**src/design/apip_pkg.sv**
```systemverilog
// Shared record IDs, result kinds and widths for the pack-info header parser.
`timescale 1ns / 1ps

package apip_pkg;

    localparam int unsigned BYTE_W  = 8;
    localparam int unsigned NUM_W   = 64;
    localparam int unsigned KIND_W  = 3;
    localparam int unsigned CNT_W   = 4;

    localparam logic [BYTE_W-1:0] ID_PACK_INFO = 8'h06;
    localparam logic [BYTE_W-1:0] ID_SIZES     = 8'h09;
    localparam logic [BYTE_W-1:0] ID_END       = 8'h00;
    localparam logic [BYTE_W-1:0] ID_CRC       = 8'h0a;
    localparam logic [BYTE_W-1:0] TOP_BIT      = 8'h80;

    typedef enum logic [KIND_W-1:0] {
        KIND_PACK_POS  = 3'd0,
        KIND_STREAM_CNT = 3'd1,
        KIND_PACK_SIZE = 3'd2,
        KIND_END_OK    = 3'd3,
        KIND_BAD_END   = 3'd4
    } t_kind;

endpackage

```
**src/design/archive_pack_info_parser.sv**
```systemverilog
// A result appears on o_m_* in the cycle after the byte that completes it is accepted.
// Throughput: one header byte per cycle unless a held result stalls; each byte passes one registered parse step.
// A held result blocks input only while the receiver stalls: a new byte is taken whenever
// the result register is empty or is being drained in the same cycle.
// Reset (i_rst_n low, synchronous): parser returns to scanning, all counters clear,
// and no result is pending.
`timescale 1ns / 1ps

module archive_pack_info_parser
    import apip_pkg::*;
(
    input  logic                  i_clk,
    input  logic                  i_rst_n,
    // input byte stream
    input  logic                  i_s_tvalid,
    output logic                  o_s_tready,
    input  logic [BYTE_W-1:0]     i_s_tdata,   // [7:0] data_byte
    // result stream
    output logic                  o_m_tvalid,
    input  logic                  i_m_tready,
    output logic [2*NUM_W-1:0]    o_m_tdata,   // [63:0] value, [127:64] stream_index
    output logic [KIND_W-1:0]     o_m_tuser    // [2:0] kind
);

    // Parse phases, in the order the record fields arrive.
    typedef enum logic [3:0] {
        PH_SCAN        = 4'd0,
        PH_POS_FIRST   = 4'd1,
        PH_POS_EXTRA   = 4'd2,
        PH_CNT_FIRST   = 4'd3,
        PH_CNT_EXTRA   = 4'd4,
        PH_ID          = 4'd5,
        PH_SIZE_FIRST  = 4'd6,
        PH_SIZE_EXTRA  = 4'd7,
        PH_AFTER_SIZES = 4'd8,
        PH_CRC_END     = 4'd9
    } t_phase;

    // Count leading one bits of a number's first byte (0..8).
    function automatic logic [CNT_W-1:0] lead_ones(input logic [BYTE_W-1:0] b);
        logic [CNT_W-1:0] n;
        logic             run;
        n   = '0;
        run = 1'b1;
        for (int i = BYTE_W - 1; i >= 0; i--) begin
            run = run & b[i];
            n   = n + {{(CNT_W-1){1'b0}}, run};
        end
        return n;
    endfunction

    // Parser state
    t_phase             r_phase, n_phase;
    logic [CNT_W-1:0]   r_left,  n_left;     // extra bytes still to come
    logic [CNT_W-1:0]   r_shift, n_shift;    // extra bytes taken so far
    logic [BYTE_W-1:0]  r_high,  n_high;     // first-byte bits that sit above the extras
    logic [NUM_W-1:0]   r_acc,   n_acc;
    logic [NUM_W-1:0]   r_remain, n_remain;  // sizes still expected
    logic [NUM_W-1:0]   r_stream, n_stream;  // index of the next size

    // Result register
    logic               r_out_valid;
    t_kind              r_out_kind;
    logic [NUM_W-1:0]   r_out_value;
    logic [NUM_W-1:0]   r_out_index;

    logic               s_accept;
    logic               emit;
    t_kind              emit_kind;
    logic [NUM_W-1:0]   emit_value;
    logic [NUM_W-1:0]   emit_index;

    // First-byte decode
    logic [CNT_W-1:0]   first_n;
    logic [BYTE_W-1:0]  first_high;
    logic               first_short;

    // Extra-byte merge
    logic [CNT_W-1:0]   extra_shift_nx;
    logic [CNT_W-1:0]   extra_left_nx;
    logic               extra_done;
    logic [NUM_W-1:0]   extra_acc;
    logic [NUM_W-1:0]   byte_wide;

    // Take a byte whenever the result slot is free or drains this cycle.
    assign o_s_tready = !r_out_valid || i_m_tready;
    assign s_accept   = i_s_tvalid && o_s_tready;
    assign byte_wide  = {{(NUM_W-BYTE_W){1'b0}}, i_s_tdata};

    always_comb begin
        first_n     = lead_ones(i_s_tdata);
        first_short = (first_n == '0);
        first_high  = (first_n < CNT_W'(BYTE_W)) ?
                      (i_s_tdata & (8'h7f >> first_n[2:0])) : '0;
    end

    // Drop the extra byte into its little-endian slot; on the last one, place the
    // first-byte high bits just above the extras unless all eight bytes were extras.
    always_comb begin
        extra_shift_nx = r_shift + 1'b1;
        extra_left_nx  = r_left - 1'b1;
        extra_done     = (extra_left_nx == '0);
        extra_acc      = r_acc | (byte_wide << {r_shift[2:0], 3'b000});
        if (extra_done && (extra_shift_nx < CNT_W'(8))) begin
            extra_acc = extra_acc |
                ({{(NUM_W-BYTE_W){1'b0}}, r_high} << {extra_shift_nx[2:0], 3'b000});
        end
    end

    always_comb begin
        n_phase    = r_phase;
        n_left     = r_left;
        n_shift    = r_shift;
        n_high     = r_high;
        n_acc      = r_acc;
        n_remain   = r_remain;
        n_stream   = r_stream;
        emit       = 1'b0;
        emit_kind  = KIND_PACK_POS;
        emit_value = '0;
        emit_index = '0;

        case (r_phase)
            PH_POS_FIRST, PH_CNT_FIRST, PH_SIZE_FIRST: begin
                // Start a number: short form carries its value in the byte itself.
                n_high  = first_high;
                n_acc   = '0;
                n_shift = '0;
                n_left  = first_n;
                if (first_short) begin
                    emit       = 1'b1;
                    emit_value = byte_wide;
                end else begin
                    n_phase = (r_phase == PH_POS_FIRST) ? PH_POS_EXTRA :
                              (r_phase == PH_CNT_FIRST) ? PH_CNT_EXTRA : PH_SIZE_EXTRA;
                end
            end
            PH_POS_EXTRA, PH_CNT_EXTRA, PH_SIZE_EXTRA: begin
                n_acc   = extra_acc;
                n_shift = extra_shift_nx;
                n_left  = extra_left_nx;
                if (extra_done) begin
                    emit       = 1'b1;
                    emit_value = extra_acc;
                end
            end
            PH_ID: begin
                if (i_s_tdata == ID_SIZES) begin
                    n_stream = '0;
                    n_phase  = (r_remain == '0) ? PH_AFTER_SIZES : PH_SIZE_FIRST;
                end else begin
                    emit    = 1'b1;
                    n_phase = PH_SCAN;
                end
            end
            PH_AFTER_SIZES: begin
                if (i_s_tdata == ID_CRC) begin
                    n_phase = PH_CRC_END;
                end else begin
                    emit    = 1'b1;
                    n_phase = PH_SCAN;
                end
            end
            PH_CRC_END: begin
                emit    = 1'b1;
                n_phase = PH_SCAN;
            end
            default: begin
                n_phase = (i_s_tdata == ID_PACK_INFO) ? PH_POS_FIRST : PH_SCAN;
            end
        endcase

        // Finish the completed number according to which field it was.
        if (emit) begin
            case (r_phase)
                PH_POS_FIRST, PH_POS_EXTRA: begin
                    emit_kind = KIND_PACK_POS;
                    n_phase   = PH_CNT_FIRST;
                end
                PH_CNT_FIRST, PH_CNT_EXTRA: begin
                    emit_kind = KIND_STREAM_CNT;
                    n_remain  = emit_value;
                    n_phase   = PH_ID;
                end
                PH_SIZE_FIRST, PH_SIZE_EXTRA: begin
                    emit_kind  = KIND_PACK_SIZE;
                    emit_index = r_stream;
                    n_stream   = r_stream + 1'b1;
                    n_remain   = r_remain - 1'b1;
                    n_phase    = (r_remain == NUM_W'(1)) ? PH_AFTER_SIZES : PH_SIZE_FIRST;
                end
                default: begin
                    // End check: ID byte must be the end marker.
                    if (i_s_tdata == ID_END) begin
                        emit_kind  = KIND_END_OK;
                        emit_value = '0;
                    end else begin
                        emit_kind  = KIND_BAD_END;
                        emit_value = byte_wide;
                    end
                end
            endcase
        end
    end

    always_ff @(posedge i_clk) begin
        if (!i_rst_n) begin
            r_phase  <= PH_SCAN;
            r_left   <= '0;
            r_shift  <= '0;
            r_high   <= '0;
            r_acc    <= '0;
            r_remain <= '0;
            r_stream <= '0;
        end else if (s_accept) begin
            r_phase  <= n_phase;
            r_left   <= n_left;
            r_shift  <= n_shift;
            r_high   <= n_high;
            r_acc    <= n_acc;
            r_remain <= n_remain;
            r_stream <= n_stream;
        end
    end

    // Result slot: load on an accepted byte, otherwise drop once taken.
    always_ff @(posedge i_clk) begin
        if (!i_rst_n) begin
            r_out_valid <= 1'b0;
        end else if (s_accept) begin
            r_out_valid <= emit;
        end else if (i_m_tready) begin
            r_out_valid <= 1'b0;
        end
    end

    always_ff @(posedge i_clk) begin
        if (s_accept && emit) begin
            r_out_kind  <= emit_kind;
            r_out_value <= emit_value;
            r_out_index <= emit_index;
        end
    end

    assign o_m_tvalid = r_out_valid;
    assign o_m_tdata  = {r_out_index, r_out_value};
    assign o_m_tuser  = r_out_kind;

`ifndef ASSERT_OFF
    a_extra_pending: assert property (@(posedge i_clk) disable iff (!i_rst_n)
        (r_phase == PH_POS_EXTRA || r_phase == PH_CNT_EXTRA || r_phase == PH_SIZE_EXTRA)
        |-> (r_left != '0))
        else $error("extra-byte phase with no bytes left");

    a_sizes_pending: assert property (@(posedge i_clk) disable iff (!i_rst_n)
        (r_phase == PH_SIZE_FIRST || r_phase == PH_SIZE_EXTRA) |-> (r_remain != '0))
        else $error("size phase with no streams remaining");

    a_shift_range: assert property (@(posedge i_clk) disable iff (!i_rst_n)
        (r_shift <= CNT_W'(8)) && (r_left <= CNT_W'(8)))
        else $error("extra-byte counters out of range");

    a_end_ok_zero: assert property (@(posedge i_clk) disable iff (!i_rst_n)
        (r_out_valid && r_out_kind == KIND_END_OK) |-> (r_out_value == '0))
        else $error("end-ok result with nonzero value");

    a_stall_only_full: assert property (@(posedge i_clk) disable iff (!i_rst_n)
        !o_s_tready |-> r_out_valid)
        else $error("input stalled with empty result slot");
`endif

endmodule

```
**config.mk**
```make
export PLATFORM = sky130hd
export DESIGN_NAME = archive_pack_info_parser
export DESIGN_NICKNAME = d
export VERILOG_FILES = /design/src/design/apip_pkg.sv /design/src/design/archive_pack_info_parser.sv
export SDC_FILE = /design/constraint.sdc
export NUM_CORES = 1
export LEC_CHECK = 0
export ABC_AREA = 1
export BUFFER_PORTS_ARGS = -buffer_cell sky130_fd_sc_hd__clkbuf_2
export CORE_MARGIN = 2
export CORE_UTILIZATION = 65
export CTS_BUF_LIST = sky130_fd_sc_hd__clkbuf_4
export DETAILED_ROUTE_END_ITERATION = 7
export GPL_TIMING_DRIVEN = 0
export PLACE_DENSITY = 0.85
export RECOVER_POWER = 25
export SYNTH_ARGS = -nofsm -noshare
export SYNTH_HDL_FRONTEND = slang
export SYNTH_SLANG_ARGS = --single-unit
```
**constraint.sdc**
```tcl
create_clock -name i_clk -period 12.4 [get_ports i_clk]
set_clock_uncertainty 0.05 [all_clocks]
set_input_delay 0 -clock i_clk [delete_from_list [all_inputs] [get_ports i_clk]]
set_output_delay 0 -clock i_clk [all_outputs]
set_load 0.01 [all_outputs]
```
==> results.cfg <==
[outcome]
status = complete, no violations

[clock_tree]
clk_latency_ps = 820
clk_pin_slew_worst_paths_ps = 70
cts_buffers = 90
htreeDepth = 3
cts_tree = built
ctsRootBufferMaster = clkbuf_4
clock_sinks = 343
clock_path_buffers = 3

[timing]
worst_slew_pin_slew_ps = 1180
rsz0062_at_grt = false
finalSetupTns_ps = 0
final-max-slew-violation-count = 0
finalSetupViolCount = 0
hold_violations = 0
relSlewSlack_pct = 20.9
fmax_ghz = 0.198
fin_crit_sh_pct = 40.7
final.min_clock_period_ps = 5050

[yosys]
ys_warn_count = 0
avgSynthCellArea_um2 = 6.70
synth_area_um2 = 20100
synth.top_cells.by_area = dfxtp_1 21%, edfxtp_1 20%, nand2_1 15%
synth_top_area_cell = dfxtp_1
synth_fp_nets = 3026
synth_edf_count = 131
synthCells = 3002
synthFlopType = dfxtp_1
synth.distinct_cells = 46
synth_top_area_share_pct = 21.1
ys_ff_latch = 343
ys_seq_area_share_pct = 40.7
postSynth.asyncResetShare_pct = 0

[pwr]
powerDensity_nw_per_um2 = 113
total_leakage_power_nw = 9.09
ir_drop_mv = 0.0831
p_total_mw = 2.54

[critical_path]
r2r_slack_ps = 8890
required_ps = 12770
max_stage_delay_ps = 560
cp_max_fo = 99
slowest_stage = fa_1
arrival_ps = 5420
worst-setup-path-type = primary input to register
critPathTopFamily = buffers and inverters
cp_num_buf_inv = 10
worst_path_most_repeated_cell = inv_1
crit_chain = dlygate4sd3_1 > buf_2 > inv_1 > nor2_1 > nand3_1 > nor3_1 > fa_1 > inv_1 > fa_1 > inv_1 > ha_1 > inv_1 > fa_1 > inv_1 > nor2_1 > nand3_2 > nand3_4 > buf_4 > nand2_1 > inv_6 > buf_16
end_kind = register
crit_path_start_kind = primary input

[grt]
grt-ovfl-total = 0
grt_first_pass_wirelength_mm = 118
grt_max_degree = 100
grt_pass1_vias = 21500
grt_util_all_layers_pct = 46.7
grt_antenna_before_repair = 2

[min_path]
hold_path_class = primary input to register

[run]
maxCapViolCount = 0

[finish]
stdcell_area_um2 = 22400
nFillCells = 2598
area_growth_pct = 11.5
multiInputGateArea_um2 = 10100
seqCellArea_um2 = 8180
drive_gt1_share_pct = 7.98
fin_nets = 3268

[die]
initial_core_util_pct = 65.9
die_x_um = 180
dieArea_um2 = 32400
die_h_um = 180
core_area_um2 = 30500
rows = 64
io_pins = 145

[detailed_routing]
drt-met1-wl_mm = 26.1
vias = 22900
ant_nets = 0
first_pass_iters = 7
highest_layer = met4
wl_met2_mm = 33.6
wl_per_cell_um = 20.9
routed-wl-met3_mm = 10.1
drc = 0
wirelength_mm = 77.8
vias_per_cell = 6.16
drtIter0Drc = 3280

[place]
dp_hpwl_mm = 57.3
portBuffers = 138
place_area_um2 = 21300
gp_routability_congestion = 1.15
==> worst min-delay path: stages <==
cell	delay, ps
dlygate4sd3_1	520
clkbuf_2	90
inv_1	30
nand2_1	140
a21oi_1	140
==> placed cells by master (no fill, tap or decap), drive strengths merged, types with 2 or more instances in the layout <==
cell         count
nand2          797
o21ai          191
a211oi           3
and2             3
clkinv          23
nand3          204
clkbuf         361
o21a             2
nand4           34
o21bai          17
nand3b           5
nor2           607
xor2            39
clkinvlp         2
a31o             8
diode            2
fa               3
a31oi           26
o211ai           8
a21oi          213
dfxtp          212
edfxtp         131
nor3            35
xnor2           20
buf             69
o22ai            3
inv            266
ha               9
dlygate4sd3     11
or2             11
==> sequential cells by signal, summed over array words and instances, names as in the netlist <==
register,count
r_shift,4
r_left,4
r_out_index,64
r_phase,4
r_out_value,64
o_m_tuser,3
r_remain,64
r_high,7
o_m_tvalid,1
r_stream,64
r_acc,64
==> final cells by class <==
cell class              count  share of cell area [%]
well taps                 396                    2.21
clock buffers             142                    4.75
diodes                      2                  0.0223
inverters                 267                    4.50
plain buffers             149                    3.35
clock inverters            25                   0.586
repair buffers            150                    2.95
multi-input cells        2243                    45.2
flip-flops and latches    343                    36.5
==> where the power goes <==
group          leakage, nW  switching [mW]  internal (mW)
sequential            2.93          0.0163           1.18
clock                0.715           0.512          0.541
combinational         5.45           0.205         0.0843
==> worst paths after layout <==
| kind | from | cells after the start | end |
|---|---|---|---|
| max | i_s_tdata[5] | 21 | r_out_index[46] |
| min | i_m_tready | 5 | o_m_tvalid |
| max reg2reg | r_left[0] | 10 | r_out_index[46] |
| min reg2reg | r_acc[4] | 2 | r_acc[4] |
==> timing repair <==
action                                 in CTS  in global routing
resized for setup                           0                  0
setup buffers                               0                  0
hold buffers                               11                  0
endpoints found under the hold margin     116                  0
==> layer usage <==
layer	track usage, %	vias up
met3	12.8	519
met5	0	-
met1	54.1	10200
met2	72.5	1914
li1	-	10300
met4	38.7	0
==> per-stage QoR <==
stage / utilization [%] / worst slack, ps / hold WS, ps / std cells
finish: 73.5 / 7350 / 140 / 3717
global route: 73.5 / 7140 / 145 / 3717
CTS: 74.2 / 7490 / 106 / 3715
detailed placement: 69.9 / 7240 / 326 / 3537
global placement: 69.8 / 4680 / 322 / 3536
floorplan: - / 6060 / 76.8 / 3002
==> synthesized netlist by cell type (2+ instances only) <==
cell type / count
buf_6: 14
nor3_1: 35
nor2_2: 7
a21oi_1: 213
inv_2: 10
o21a_1: 2
a31oi_1: 26
and2_1: 3
o21ai_0: 142
dfxtp_1: 212
nor2_1: 596
clkinv_2: 2
clkbuf_1: 72
xor2_1: 39
o21ai_1: 48
nand3_1: 200
fa_1: 3
ha_1: 9
edfxtp_1: 131
buf_1: 8
nor2_4: 3
nand3b_1: 5
a31o_2: 8
or2_2: 11
nand3_4: 2
o22ai_1: 3
a211oi_1: 3
inv_1: 254
o21bai_1: 17
nand2_4: 3
buf_4: 16
buf_2: 39
xnor2_1: 20
nand2_1: 793
nand3_2: 2
nand4_1: 34
o211ai_1: 8
==> kinds of logic after synthesis <==
logic type,share of synthesized area [%]
and+or+nand+nor,34.4
AOI/OAI and AO/OA,12.6
buffers and inverters,8.84
DFF,40.7
xor gates and xnor gates,2.57
adders and majority gates,0.858
muxes,0.0498
Note: power is estimated with default switching activity, not from simulation.
